File: src/design/clcd_pkg.sv
// Shared types, codes and pin-state tables for the character LCD nibble-bus sequencer.
`timescale 1ns / 1ps

package clcd_pkg;

   // Request kinds
   localparam logic [1:0] KIND_INIT   = 2'd0;
   localparam logic [1:0] KIND_CMD    = 2'd1;
   localparam logic [1:0] KIND_DATA   = 2'd2;
   localparam logic [1:0] KIND_CURSOR = 2'd3;

   // Cursor addressing
   localparam logic [7:0] ROW_TOP      = 8'd0;
   localparam logic [7:0] ROW_BOTTOM   = 8'd1;
   localparam logic [7:0] DDRAM_SET    = 8'h80;
   localparam logic [7:0] ROW1_OFFSET  = 8'h40;

   // Init command bytes
   localparam logic [7:0] CMD_HOME     = 8'h02;
   localparam logic [7:0] CMD_FUNC_SET = 8'h28;
   localparam logic [7:0] CMD_DISP_ON  = 8'h0e;
   localparam logic [7:0] CMD_CLEAR    = 8'h01;
   localparam logic [7:0] CMD_ENTRY    = 8'h06;

   // Hold times in microseconds
   localparam logic [14:0] HOLD_PULSE      = 15'd1;
   localparam logic [14:0] HOLD_PULSE_DATA = 15'd2;
   localparam logic [14:0] HOLD_SETUP      = 15'd200;
   localparam logic [14:0] HOLD_LAST       = 15'd2000;
   localparam logic [14:0] HOLD_POWER_UP   = 15'd20000;
   localparam logic [14:0] HOLD_LONG_CMD   = 15'd12000;
   localparam logic [14:0] HOLD_SHORT_CMD  = 15'd3000;
   localparam logic [14:0] HOLD_MID_CMD    = 15'd4000;

   // Step counts: init is one wait state plus five bytes, a byte is four states
   localparam logic [4:0] INIT_LAST_STEP = 5'd20;
   localparam logic [4:0] BYTE_LAST_STEP = 5'd3;
   localparam logic [2:0] INIT_LAST_CMD  = 3'd4;

   // Byte phases
   localparam logic [1:0] PH_HI_EN  = 2'd0;
   localparam logic [1:0] PH_HI_LOW = 2'd1;
   localparam logic [1:0] PH_LO_EN  = 2'd2;
   localparam logic [1:0] PH_LO_LOW = 2'd3;

   typedef struct packed {
      logic [1:0] kind;
      logic [7:0] value;
      logic [7:0] row;
      logic [7:0] col;
   } req_type;

   typedef struct packed {
      logic        reg_select;
      logic        enable;
      logic [3:0]  nibble;
      logic [14:0] hold_us;
      logic        last;
   } rsp_type;

   // One classified job as it sits in the queue
   typedef struct packed {
      logic       is_init;
      logic       rs;
      logic [7:0] data;
   } job_type;

   function automatic logic [7:0] init_cmd(input logic [2:0] idx);
      logic [7:0] c;
      unique case (idx)
         3'd0:    c = CMD_HOME;
         3'd1:    c = CMD_FUNC_SET;
         3'd2:    c = CMD_DISP_ON;
         3'd3:    c = CMD_CLEAR;
         default: c = CMD_ENTRY;
      endcase
      return c;
   endfunction

   // Last-state hold of each init command, in microseconds
   function automatic logic [14:0] init_hold(input logic [2:0] idx);
      logic [14:0] h;
      unique case (idx)
         3'd0:    h = HOLD_LONG_CMD;
         3'd1:    h = HOLD_SHORT_CMD;
         3'd2:    h = HOLD_MID_CMD;
         3'd3:    h = HOLD_LONG_CMD;
         default: h = HOLD_SHORT_CMD;
      endcase
      return h;
   endfunction

   // Pin state for a given step of a job
   function automatic rsp_type lcd_state(input job_type job, input logic [4:0] step);
      logic [4:0]  seq;
      logic [2:0]  idx;
      logic [1:0]  phase;
      logic [7:0]  data_b;
      logic [14:0] final_hold;
      logic        is_last;
      rsp_type     r;
      seq = step - 5'd1;
      if (job.is_init) begin
         idx        = seq[4:2];
         phase      = seq[1:0];
         data_b     = init_cmd(idx);
         final_hold = init_hold(idx);
         is_last    = (idx == INIT_LAST_CMD);
      end else begin
         idx        = 3'd0;
         phase      = step[1:0];
         data_b     = job.data;
         final_hold = HOLD_LAST;
         is_last    = 1'b1;
      end
      r.reg_select = job.rs;
      r.last       = 1'b0;
      unique case (phase)
         PH_HI_EN: begin
            r.enable  = 1'b1;
            r.nibble  = data_b[7:4];
            r.hold_us = HOLD_PULSE;
         end
         PH_HI_LOW: begin
            r.enable  = 1'b0;
            r.nibble  = data_b[7:4];
            r.hold_us = HOLD_SETUP;
         end
         PH_LO_EN: begin
            r.enable  = 1'b1;
            r.nibble  = data_b[3:0];
            r.hold_us = job.rs ? HOLD_PULSE_DATA : HOLD_PULSE;
         end
         default: begin
            r.enable  = 1'b0;
            r.nibble  = data_b[3:0];
            r.hold_us = final_hold;
            r.last    = is_last;
         end
      endcase
      // Power-up wait opens the init sequence
      if (job.is_init && (step == 5'd0)) begin
         r.reg_select = 1'b0;
         r.enable     = 1'b0;
         r.nibble     = 4'd0;
         r.hold_us    = HOLD_POWER_UP;
         r.last       = 1'b0;
      end
      return r;
   endfunction

endpackage

File: src/design/char_lcd_nibble_bus_sequencer.sv
// Top level of the character LCD nibble-bus sequencer.
//
//   channel  dir  handshake        payload
//   req      in   req_valid/stall  kind, value, row, col
//   rsp      out  rsp_valid/stall  reg_select, enable, nibble, hold_us, last
//
// One pin state leaves per cycle while rsp_stall is low; a cursor move to a row
// other than 0 or 1 yields no pin state and is dropped at entry.
// The sequencer's output register sets that rate.
// Requests are taken every cycle while the job queue (QUEUE_DEPTH entries) has room.
// Synchronous reset empties the queue and the output register.
`timescale 1ns / 1ps

module char_lcd_nibble_bus_sequencer #(
   parameter int QUEUE_DEPTH = 4
) (
   input  logic              clock,
   input  logic              reset,
   input  logic              req_valid,
   output logic              req_stall,
   input  clcd_pkg::req_type req_data,
   output logic              rsp_valid,
   input  logic              rsp_stall,
   output clcd_pkg::rsp_type rsp_data
);

   logic              keep;
   logic              full;
   logic              push;
   logic              pop;
   logic              head_valid;
   clcd_pkg::job_type new_job;
   clcd_pkg::job_type head_job;

   assign req_stall = full;
   assign push      = req_valid && !full && keep;

   clcd_front u_front (
      .req  (req_data),
      .keep (keep),
      .job  (new_job)
   );

   clcd_queue #(
      .DEPTH (QUEUE_DEPTH)
   ) u_queue (
      .clock      (clock),
      .reset      (reset),
      .push       (push),
      .push_job   (new_job),
      .full       (full),
      .pop        (pop),
      .head_valid (head_valid),
      .head_job   (head_job)
   );

   clcd_back u_back (
      .clock      (clock),
      .reset      (reset),
      .head_valid (head_valid),
      .head_job   (head_job),
      .pop        (pop),
      .rsp_valid  (rsp_valid),
      .rsp_stall  (rsp_stall),
      .rsp_data   (rsp_data)
   );

endmodule

File: src/design/clcd_front.sv
// Request classifier: turns a request into a queue job or drops it.
`timescale 1ns / 1ps

module clcd_front (
   input  clcd_pkg::req_type req,
   output logic              keep,
   output clcd_pkg::job_type job
);

   logic [7:0] row1_col;

   assign row1_col = req.col + clcd_pkg::ROW1_OFFSET;

   // Classify by kind; cursor moves to row 0 or 1 become a command byte, others are dropped
   always_comb begin
      keep        = 1'b1;
      job.is_init = 1'b0;
      job.rs      = 1'b0;
      job.data    = req.value;
      unique case (req.kind)
         clcd_pkg::KIND_INIT: begin
            job.is_init = 1'b1;
         end
         clcd_pkg::KIND_CMD: begin
            job.rs = 1'b0;
         end
         clcd_pkg::KIND_DATA: begin
            job.rs = 1'b1;
         end
         default: begin
            if (req.row == clcd_pkg::ROW_TOP) begin
               job.data = clcd_pkg::DDRAM_SET | req.col;
            end else if (req.row == clcd_pkg::ROW_BOTTOM) begin
               job.data = clcd_pkg::DDRAM_SET | row1_col;
            end else begin
               keep = 1'b0;
            end
         end
      endcase
   end

endmodule

File: src/design/clcd_queue.sv
// Short job queue between the classifier and the pin sequencer.
`timescale 1ns / 1ps

module clcd_queue #(
   parameter int DEPTH = 4
) (
   input  logic              clock,
   input  logic              reset,
   input  logic              push,
   input  clcd_pkg::job_type push_job,
   output logic              full,
   input  logic              pop,
   output logic              head_valid,
   output clcd_pkg::job_type head_job
);

   localparam int PTR_W = (DEPTH > 1) ? $clog2(DEPTH) : 1;
   localparam int CNT_W = $clog2(DEPTH + 1);
   localparam logic [PTR_W-1:0] PTR_MAX = PTR_W'(DEPTH - 1);
   localparam logic [CNT_W-1:0] CNT_MAX = CNT_W'(DEPTH);

   clcd_pkg::job_type slots_ff [DEPTH];
   logic [PTR_W-1:0] wr_ptr_ff, wr_ptr_in;
   logic [PTR_W-1:0] rd_ptr_ff, rd_ptr_in;
   logic [CNT_W-1:0] count_ff, count_in;

   assign full       = (count_ff == CNT_MAX);
   assign head_valid = (count_ff != '0);
   assign head_job   = slots_ff[rd_ptr_ff];

   // Pointer and fill count update
   always_comb begin
      wr_ptr_in = wr_ptr_ff;
      rd_ptr_in = rd_ptr_ff;
      count_in  = count_ff;
      if (push) begin
         wr_ptr_in = (wr_ptr_ff == PTR_MAX) ? '0 : wr_ptr_ff + 1'b1;
      end
      if (pop) begin
         rd_ptr_in = (rd_ptr_ff == PTR_MAX) ? '0 : rd_ptr_ff + 1'b1;
      end
      if (push && !pop) begin
         count_in = count_ff + 1'b1;
      end else if (pop && !push) begin
         count_in = count_ff - 1'b1;
      end
   end

   always_ff @(posedge clock) begin
      if (reset) begin
         wr_ptr_ff <= '0;
         rd_ptr_ff <= '0;
         count_ff  <= '0;
      end else begin
         wr_ptr_ff <= wr_ptr_in;
         rd_ptr_ff <= rd_ptr_in;
         count_ff  <= count_in;
      end
   end

   // Job storage
   always_ff @(posedge clock) begin
      if (push) begin
         slots_ff[wr_ptr_ff] <= push_job;
      end
   end

endmodule

File: src/design/clcd_back.sv
// Pin sequencer: steps through the states of the job at the queue head.
`timescale 1ns / 1ps

module clcd_back (
   input  logic              clock,
   input  logic              reset,
   input  logic              head_valid,
   input  clcd_pkg::job_type head_job,
   output logic              pop,
   output logic              rsp_valid,
   input  logic              rsp_stall,
   output clcd_pkg::rsp_type rsp_data
);

   logic              rsp_valid_ff, rsp_valid_in;
   clcd_pkg::rsp_type rsp_data_ff, rsp_data_in;
   logic [4:0]        step_ff, step_in;
   logic              advance;
   logic              at_final;

   assign advance  = !rsp_valid_ff || !rsp_stall;
   assign at_final = (step_ff == (head_job.is_init ? clcd_pkg::INIT_LAST_STEP
                                                   : clcd_pkg::BYTE_LAST_STEP));
   assign pop      = advance && head_valid && at_final;

   // Next pin state into the output register
   always_comb begin
      rsp_valid_in = rsp_valid_ff;
      rsp_data_in  = rsp_data_ff;
      step_in      = step_ff;
      if (advance) begin
         rsp_valid_in = head_valid;
         rsp_data_in  = clcd_pkg::lcd_state(head_job, step_ff);
         if (head_valid) begin
            step_in = at_final ? 5'd0 : step_ff + 5'd1;
         end
      end
   end

   always_ff @(posedge clock) begin
      if (reset) begin
         rsp_valid_ff <= 1'b0;
         step_ff      <= 5'd0;
      end else begin
         rsp_valid_ff <= rsp_valid_in;
         step_ff      <= step_in;
      end
   end

   always_ff @(posedge clock) begin
      rsp_data_ff <= rsp_data_in;
   end

   assign rsp_valid = rsp_valid_ff;
   assign rsp_data  = rsp_data_ff;

endmodule
File: config.mk
export PLATFORM = sky130hd
export DESIGN_NAME = char_lcd_nibble_bus_sequencer
export DESIGN_NICKNAME = d
export VERILOG_FILES = /design/src/design/clcd_pkg.sv /design/src/design/char_lcd_nibble_bus_sequencer.sv /design/src/design/clcd_front.sv /design/src/design/clcd_queue.sv /design/src/design/clcd_back.sv
export SDC_FILE = /design/constraint.sdc
export NUM_CORES = 1
export LEC_CHECK = 0
export BUFFER_PORTS_ARGS = -buffer_cell sky130_fd_sc_hd__buf_4
export CAP_MARGIN = 10
export CELL_PAD_IN_SITES_DETAIL_PLACEMENT = 1
export CELL_PAD_IN_SITES_GLOBAL_PLACEMENT = 1
export CORE_ASPECT_RATIO = 2
export CORE_MARGIN = 3
export CORE_UTILIZATION = 49
export CTS_BUF_LIST = sky130_fd_sc_hd__clkbuf_16
export CTS_CLUSTER_DIAMETER = 80
export DETAILED_ROUTE_END_ITERATION = 8
export GPL_TIMING_DRIVEN = 0
export PLACE_DENSITY = 0.84
export SLEW_MARGIN = 10
export SYNTH_ARGS = -nofsm -noshare
export SYNTH_HDL_FRONTEND = slang
export SYNTH_SLANG_ARGS = --single-unit
File: constraint.sdc
create_clock -name clock -period 5.5 [get_ports clock]
set_input_delay 1.1 -clock clock [delete_from_list [all_inputs] [get_ports clock]]
set_output_delay 1.1 -clock clock [all_outputs]
set_load 0.01 [all_outputs]
==> results of run 1 <==
==> how the worst max path moves through the flow <==
stage	start	endpoint	slack, ns	cells past startpoint
2_1_floorplan	rsp_stall	u_queue.count_ff[2]$_SDFFE_PP0P_	2.33	10
3_3_place_gp	rsp_stall	u_queue.count_ff[2]$_SDFFE_PP0P_	1.83	11
3_5_place_dp	rsp_stall	u_queue.count_ff[2]$_SDFFE_PP0P_	1.68	11
4_1_cts	register	u_back.rsp_data[17]$_SDFFCE_PP0P_	1.94	11
5_1_grt	register	u_back.rsp_data[17]$_SDFFCE_PP0P_	1.68	11
6_report	register	u_back.rsp_data[19]$_SDFFCE_PP0P_	1.96	10
==> synth_stat cells, types with 2 or more instances <==
cell	n
sky130_fd_sc_hd__a22oi_1	2
sky130_fd_sc_hd__xor2_1	6
sky130_fd_sc_hd__buf_4	3
sky130_fd_sc_hd__a21oi_1	11
sky130_fd_sc_hd__nand3_1	3
sky130_fd_sc_hd__o21ai_0	12
sky130_fd_sc_hd__ha_1	12
sky130_fd_sc_hd__nor3_1	8
sky130_fd_sc_hd__nor3b_1	4
sky130_fd_sc_hd__a211oi_1	2
sky130_fd_sc_hd__o32ai_1	2
sky130_fd_sc_hd__xnor2_1	4
sky130_fd_sc_hd__inv_1	12
sky130_fd_sc_hd__nor2_1	19
sky130_fd_sc_hd__mux2_2	6
sky130_fd_sc_hd__nor4_1	2
sky130_fd_sc_hd__o211a_1	2
sky130_fd_sc_hd__and2_1	5
sky130_fd_sc_hd__or4b_2	2
sky130_fd_sc_hd__mux2i_1	2
sky130_fd_sc_hd__nand4_1	3
sky130_fd_sc_hd__clkbuf_1	10
sky130_fd_sc_hd__and3_1	2
sky130_fd_sc_hd__o22ai_1	4
sky130_fd_sc_hd__nand2_1	15
sky130_fd_sc_hd__edfxtp_1	59
sky130_fd_sc_hd__a21o_1	2
sky130_fd_sc_hd__nand2b_1	8
sky130_fd_sc_hd__or2_2	3
sky130_fd_sc_hd__nor2b_1	4
sky130_fd_sc_hd__mux4_2	10
sky130_fd_sc_hd__buf_1	2
sky130_fd_sc_hd__dfxtp_1	15
sky130_fd_sc_hd__or3_1	3
==> layer usage <==
metal  up-vias  share of wire (%)  track usage, %
met5         -                  0               0
met4         0                5.9            15.9
met3        40                3.9            5.63
met2        88                 57            41.7
met1      1280                 33            20.4
li1       1171                  -               -
==> power groups by stage <==
stage / combinational, uW / sequential [uW] / clock, uW
floorplan: 350 / 790 / 0
global placement: 584 / 761 / 0
detailed placement: 613 / 766 / 0
CTS: 628 / 756 / 541
global route: 682 / 765 / 563
finish: 626 / 755 / 534
==> cell usage in the layout (no fill, tap or decap), drive strengths merged, types with 5 or more instances in the layout <==
| cell | count |
|---|---|
| edfxtp | 59 |
| buf | 57 |
| nor2 | 19 |
| clkbuf | 19 |
| nand2 | 15 |
| dfxtp | 15 |
| inv | 14 |
| o21ai | 12 |
| ha | 12 |
| a21oi | 12 |
| mux4 | 10 |
| nor3 | 8 |
| nand2b | 8 |
| mux2 | 7 |
| xor2 | 6 |
| and2 | 5 |
==> cells by family (layout without fill, tap and decap cells) <==
kind of cell    count (synthesis)  after routing  share of synthesized area [%]
simple gates                   86             86                           12.9
flops                          74             74                           57.7
compound gates                 50             50                           9.40
buf+inv                        29             95                           3.59
mux                            19             19                           9.13
fa+ha+maj                      13             13                           4.74
xor+xnor                       10             10                           2.44
other cells                     1              2                          0.104
==> area by class of cell <==
type	count	area [um2]
clock inverter	7	46.3
sequential	74	2070
inverter	12	45.0
clock buffer	9	225
tap	90	113
multi-input combinational	180	1400
fill	732	2690
buffer	17	83.8
timing repair buffer	50	375
==> worst register-to-register path, delay by kind of cell (launching register included) <==
family / cells / cell delay (ns)
buffers and inverters: 4 / 1.04
adders and majority gates: 1 / 0.29
muxes: 1 / 0.44
xor gates and xnor gates: 1 / 0.40
DFF: 1 / 0.30
and+or+nand+nor: 1 / 0.32
AOI/OAI and AO/OA: 2 / 0.49
==> stage by stage <==
stage	util (%)	instances	setup slack, ns	power [uW]	hold WS (ns)
final	61.8	439	1.96	1910	0.531
after global routing	61.8	439	1.68	2010	0.568
after CTS	61.8	439	1.94	1920	0.535
after detailed placement	57.9	423	1.68	1380	0.524
after global placement	57.9	423	1.83	1340	0.496
after floorplan	-	283	2.33	1140	0.467
==> sequential cells by signal (all words and copies together) (netlist names), named ones only <==
| name | cells |
|---|---|
| u_back.rsp_data | 19 |
| u_back.step_ff | 5 |
| u_back.rsp_valid | 1 |
| u_queue.slots_ff | 40 |
| u_queue.wr_ptr_ff | 2 |
| u_queue.rd_ptr_ff | 2 |
| u_queue.count_ff | 3 |
==> results summary, run 1 <==
The number of max-slew violations in the final report came to 0. The ratio of routed vias to standard cells came out at 5.87. The worst register-to-register path ends at u_back.rsp_data[19]$_SDFFCE_PP0P_. The endpoint of the worst hold-timing path is u_queue.wr_ptr_ff[1]$_SDFFE_PP0P_. The number of nets in the final layout is 387.

Combinational cells account for 32.7% of the total power. Together, buffers and inverters on the worst path number 4. The tightest slew margin relative to the limit came out at 33.1%. The arrival time of data at the critical path endpoint is 3.60 ns.

The routed length per placed instance is 20.0 um. Of the available clock period, the critical path in the final layout requires 64.4%. The number of buffers inserted for hold repair after clock tree synthesis came out at 0. The slowest stage of the critical path belongs to the cell sky130_fd_sc_hd__clkbuf_1.

The sequential element share of the synthesized area came out at 57.7%. The clock latency on the worst-skew pair came out at 0.34 ns. The CTS tree is yes. In the final timing run, aggregate negative setup slack is 0 ns. The number of detailed-route iterations in the first pass is 5. The primary flip-flop cell chosen by synthesis mapping is sky130_fd_sc_hd__edfxtp_1. The wire length of the first global-routing pass came out at 14,100 um. Synthesis instantiated 57 different standard cells from the library. The floorplan die area is 8460 um2. The setup path with the least slack is of type reg -> reg. The routed wire length came out at 8780 um.

The initial antenna violation count came out at 0. The number of synthesized flops with an enable pin came out at 59. The endpoint type of the worst setup path is a register. By area the synthesized netlist is led by sky130_fd_sc_hd__edfxtp_1, sky130_fd_sc_hd__dfxtp_1, sky130_fd_sc_hd__mux4_2. The die boundary height is 127 um. The number of placement rows came out at 43. Counting every instance in the synthesized netlist gives 282. The top-area cell type share of the netlist area is 49.3%. The maximum level of the CTS H-tree came out at 3.

The via count of the first global-routing pass came to 2,857. The area of the mapped netlist is 3590 um2. Entering global routing, the biggest net connects 26 pins. The kind of cell with the highest combined delay along the critical path is buffers and inverters. The antenna cell count came out at 0. CTS saw 74 sinks.

Walking the worst path, the cells encountered are clkbuf_1 -> mux4_2 -> buf_2 -> xnor2_1 -> inv_1 -> ha_1 -> or2_2 -> clkbuf_1 -> a221oi_1 -> a21oi_1. Setup repair after global routing left no endpoint under its margin. The number of DRC markers after the initial detailed-route iteration is 117. The post-synthesis area per instance came out at 12.7 um2. The final-report hold violation count was 0. The total power per unit cell area came out at 440 nW/um2. The count of nets left with antenna violations after detail routing is 0. The post-CTS resize count is 0. The internal power of the cells totals 1280 uW.

The max-capacitance violation count is 0. The power share of the sequential group is 39.4%. The switching power is 633 uW.

The region available for standard cell placement spans 7050 um2. The instance area at placement came out at 4080 um2. Compared with the post-synthesis result, the final layout area differs by 21.2%. The fraction of final layout cells with drive strength greater than 1 came out at 27.5%.

The transition time of the tightest slew-check pin came out at 1.00 ns. The worst setup path is launched from a register. The setup violation total in the final timing report is 0. The number of post-CTS setup repair buffers came out at 0. The number of port buffers is 50.

The HPWL after detailed placement is 6290 um. The worst voltage drop across the vdd grid came out at 210 uV. The final weighted congestion in routability-driven placement came out at 0.876. The setup slack on the worst flop-to-flop path is 1.96 ns. In this run the most critical hold path is launched from u_queue.wr_ptr_ff[1]$_SDFFE_PP0P_. The die width is 66.5 um. The largest single stage delay on the critical path is 0.46 ns. The data required time of the critical path is 5.56 ns.

The relative contribution of the clock network to total power is 27.9%. Of the total power, the share spent switching nets is 33.1%. The number of synthesized register bits came out at 74. The clock-pin slew reported for the worst setup and hold paths after clock tree synthesis came out at 0.06 ns. The number of buffers added by the clock tree synthesis step is 9. The count of pins on the block boundary came out at 54. The remaining global-route overflow is 0. The depth of the most critical reg-to-reg path came out at 10. The global routing usage summed across all routing layers is 22.7%. The tightest min-delay check is of the reg -> reg type.

The post-route minimum period is 3.54 ns. The initial core utilization came out at 51.0%. The upper clock frequency limit came out at 0.282 GHz.

The share of synthesized registers carrying an async set or reset came out at 0%. The library cell with the largest summed area after synthesis is sky130_fd_sc_hd__edfxtp_1. The via total after detailed routing is 2,579. Among the stages of the critical path, the cell type that occurs most often is sky130_fd_sc_hd__clkbuf_1.

The worst-path maximum fanout is 10. The number of warnings issued by yosys came out at 0. In this run the static leakage power is 0.00165 uW. The CTS root buffer is sky130_fd_sc_hd__clkbuf_16. The worst hold path was traced through 2 stages. After detailed routing, the number of remaining DRC violations is 0. The flow ran to the end, and the final reports show no timing, DRC or antenna violations.

The deepest clock path buffer count came out at 2. The final design instance area without fill is 4360 um2. The maximum clock skew at final layout is 0.00543 ns.
Power figures use the tool's default switching activity.
==> run 2, diff against run 1 <==
--- a/config.mk
+++ b/config.mk
@@ -11,12 +11,12 @@
 export CELL_PAD_IN_SITES_GLOBAL_PLACEMENT = 1
 export CORE_ASPECT_RATIO = 2
 export CORE_MARGIN = 3
-export CORE_UTILIZATION = 49
+export CORE_UTILIZATION = 46
 export CTS_BUF_LIST = sky130_fd_sc_hd__clkbuf_16
 export CTS_CLUSTER_DIAMETER = 80
 export DETAILED_ROUTE_END_ITERATION = 8
 export GPL_TIMING_DRIVEN = 0
-export PLACE_DENSITY = 0.84
+export PLACE_DENSITY = 0.8
 export SLEW_MARGIN = 10
 export SYNTH_ARGS = -nofsm -noshare
 export SYNTH_HDL_FRONTEND = slang
==> constraint.sdc (replaced) <==
create_clock -name clock -period 3.4 [get_ports clock]
set_input_delay 0.68 -clock clock [delete_from_list [all_inputs] [get_ports clock]]
set_output_delay 0.68 -clock clock [all_outputs]
set_load 0.01 [all_outputs]
==> run 2 against run 1 <==
Against the previous run:
- fmax up 11%
- worst setup slack worse by 1.7 ns
- utilization down 4.0 points
- non-clock buffer count down 2
- via count down 1.2%
- clock power up 76%
- register-to-register slack worse by 1.7 ns
- highest routed layer unchanged
- critical path depth unchanged
- clock skew up 0.0039 ns
==> results summary, run 2 (same netlist as run 1, synthesis figures left out) <==
Result of the run: completed (unchanged). The number of buffers added by the clock tree synthesis step came to 9 (unchanged). The number of port buffers is 50 (unchanged).

The remaining global-route overflow is 0 (unchanged). The initial core utilization is 47.3% (was 51.0%). Commonest cells after routing, fill and taps aside: sky130_fd_sc_hd__edfxtp_1, sky130_fd_sc_hd__buf_4, sky130_fd_sc_hd__nor2_1, sky130_fd_sc_hd__nand2_1, sky130_fd_sc_hd__dfxtp_1 (unchanged). The number of max-slew violations in the final report came to 0 (unchanged). The number of placement rows is 45 (was 43). The final worst-path cycle share is 93.5% (was 64.4%). The routed wire length was 8600 um (was 8780 um). The routed length per placed instance is 19.5 um (was 20.0 um).

The via total after detailed routing came out at 2,547 (was 2,579). The number of sinks driven by the clock tree came out at 74 (unchanged). The tightest slew margin relative to the limit was 32.8% (was 33.1%).

The area growth from synthesis to layout came to 22.2% (was 21.2%). The worst hold slack came out at 0.526 ns (was 0.531 ns). The startpoint-to-endpoint class of the critical path is reg -> reg (unchanged). The flip-flop count of the largest register after layout is 40 (unchanged). The post-route minimum period was 3.18 ns (was 3.54 ns). The path type of the worst min-delay path was reg -> reg (unchanged). The max-capacitance violation count is 0 (unchanged). The commonest non-fill, non-tap cell in the layout is sky130_fd_sc_hd__edfxtp_1 (unchanged). The fraction of final layout cells with drive strength greater than 1 is 28.8% (was 27.5%). The placement-stage worst setup slack is -0.104 ns (was 1.68 ns).

The maximum clock skew at final layout is 0.00932 ns (was 0.00543 ns). The total power per unit cell area is 725 nW/um2 (was 440 nW/um2). The leakage power summed over all cells is 0.00167 uW (was 0.00165 uW). The CTS root buffer is sky130_fd_sc_hd__clkbuf_16 (unchanged). The clock-pin slew reported for the worst setup and hold paths after clock tree synthesis is 0.06 ns (about the same). The endpoint type of the worst setup path is a register (unchanged). The number of buffer and inverter stages on the critical path is 4 (unchanged). The deepest clock path buffer count is 2 (unchanged). The slowest library cell on the worst path is sky130_fd_sc_hd__mux4_2 (was sky130_fd_sc_hd__clkbuf_1). The data required time of the critical path is 3.47 ns (was 5.56 ns).

The type of origin of the critical path is a register (unchanged). The wire length of the first global-routing pass came out at 13,400 um (was 14,100 um). The CTS tree is yes (unchanged). The arrival time of data at the critical path endpoint came out at 3.25 ns (was 3.60 ns). The worst voltage drop across the vdd grid came to 521 uV (was 210 uV).

The area of the placeable core is 7600 um2 (was 7050 um2). The number of DRC markers after the initial detailed-route iteration came out at 70 (was 117). The floorplan die area was 8970 um2 (was 8460 um2). The count of unresolved DRC violations after routing is 0 (unchanged). Unrepaired setup endpoints after global routing: false (unchanged). The top cell family by delay on the critical path is buffers and inverters (unchanged). The HPWL after detailed placement is 6200 um (was 6290 um).

The count of non-filler cells in the finished layout is 441 (was 439). The die boundary height is 131 um (was 127 um). The count of nets left with antenna violations after detail routing came out at 0 (unchanged). The total placed cells including tap cells came to 427 (was 423). The worst-path maximum fanout came to 10 (unchanged). The via count of the first global-routing pass was 2,739 (was 2,857). The initial antenna violation count is 0 (unchanged). The final setup slack of the worst path is 0.222 ns (was 1.96 ns). The pin count of the biggest net entering global routing is 26 (unchanged). The ratio of routed vias to standard cells came to 5.78 (was 5.87).

Cell chain of the critical path: buf_6 -> mux4_2 -> buf_2 -> xnor2_2 -> inv_1 -> ha_1 -> or2_2 -> clkbuf_1 -> a221oi_1 -> a21oi_1 (was clkbuf_1 -> mux4_2 -> buf_2 -> xnor2_1 -> inv_1 -> ha_1 -> or2_2 -> clkbuf_1 -> a221oi_1 -> a21oi_1). The global routing usage summed across all routing layers came out at 21.0% (was 22.7%). The setup violation total in the final timing report came to 0 (unchanged). The maximum level of the CTS H-tree is 3 (unchanged).

The antenna cell count is 0 (unchanged). The cell depth of the worst min-delay path came out at 2 (unchanged). The count of pins on the block boundary is 54 (unchanged). The final weighted congestion in routability-driven placement is 0.855 (was 0.876). The die width came out at 68.5 um (was 66.5 um).

The register with the most flip-flops is u_queue.slots_ff (unchanged). The cell count along the critical path came out at 10 (unchanged). The number of buffers inserted for hold repair after clock tree synthesis was 0 (unchanged). The highest cell delay on the worst timing path came out at 0.55 ns (was 0.46 ns). The clock latency on the worst-skew pair came out at 0.34 ns (about the same). The depth of the most critical reg-to-reg path is 10 (unchanged).

The transition time of the tightest slew-check pin came to 1.01 ns (was 1.00 ns). The upper clock frequency limit came out at 0.315 GHz (was 0.282 GHz). The number of detailed-route iterations in the first pass came out at 4 (was 5). The final-report hold violation count came out at 0 (unchanged). The number of nets in the final layout is 385 (was 387).
## run 2: worst paths after layout
check,startpoint,slack [ns],endpoint
min reg2reg,u_queue.wr_ptr_ff[1]$_SDFFE_PP0P_,0.53,u_queue.wr_ptr_ff[1]$_SDFFE_PP0P_
max,register,0.22,u_back.rsp_data[19]$_SDFFCE_PP0P_
max reg2reg,register,0.22,u_back.rsp_data[19]$_SDFFCE_PP0P_
min,u_queue.wr_ptr_ff[1]$_SDFFE_PP0P_,0.53,u_queue.wr_ptr_ff[1]$_SDFFE_PP0P_
## run 2: per-stage QoR
| step | utilization, % | total power (uW) | cell area (um2) | TNS [ns] |
|---|---|---|---|---|
| 2_1_floorplan | - | 1850 | 3600 | 0 |
| 3_3_place_gp | 53.8 | 2170 | 4090 | -0.00587 |
| 3_5_place_dp | 53.8 | 2230 | 4090 | -0.156 |
| 4_1_cts | 57.7 | 3190 | 4380 | 0 |
| 5_1_grt | 57.8 | 3340 | 4390 | 0 |
| 6_report | 57.8 | 3180 | 4390 | 0 |
## run 2: report_power, final
group / internal, uW / total (uW) / switching (uW) / leakage [uW]
combinational: 435 / 1020 / 585 / 0.000833
sequential: 1160 / 1220 / 64.8 / 0.000701
clock: 565 / 939 / 374 / 0.000133
## run 2: metal layers
layer	part of all wire (%)	vias to the layer above	wire length, um	track usage (%)
li1	-	1167	-	-
met5	0	-	0	0
met1	33	1247	2870	19.1
met2	58	105	4980	39.4
met4	3.8	0	325	12.4
met3	4.8	28	414	5.39
## run 2: area by class of cell
| cell class | count | area, um2 |
|---|---|---|
| buffer | 15 | 76.3 |
| clock buffer | 9 | 225 |
| clock inverter | 7 | 68.8 |
| fill | 816 | 3210 |
| inverter | 12 | 45.0 |
| multi-input combinational | 180 | 1410 |
| sequential | 74 | 2070 |
| tap | 94 | 118 |
| timing repair buffer | 50 | 375 |
## run 2: repair_timing
item	CTS	global route
gates resized for setup	1	3
setup endpoints to repair	2	2
setup buffers	0	0
## run 2: worst register-to-register path: stages (launching register included)
cell and delay [ns]:
sky130_fd_sc_hd__dfxtp_1 0.32, sky130_fd_sc_hd__buf_6 0.19, sky130_fd_sc_hd__mux4_2 0.55, sky130_fd_sc_hd__buf_2 0.23, sky130_fd_sc_hd__xnor2_2 0.26, sky130_fd_sc_hd__inv_1 0.11
sky130_fd_sc_hd__ha_1 0.28, sky130_fd_sc_hd__or2_2 0.32, sky130_fd_sc_hd__clkbuf_1 0.21, sky130_fd_sc_hd__a221oi_1 0.36, sky130_fd_sc_hd__a21oi_1 0.08
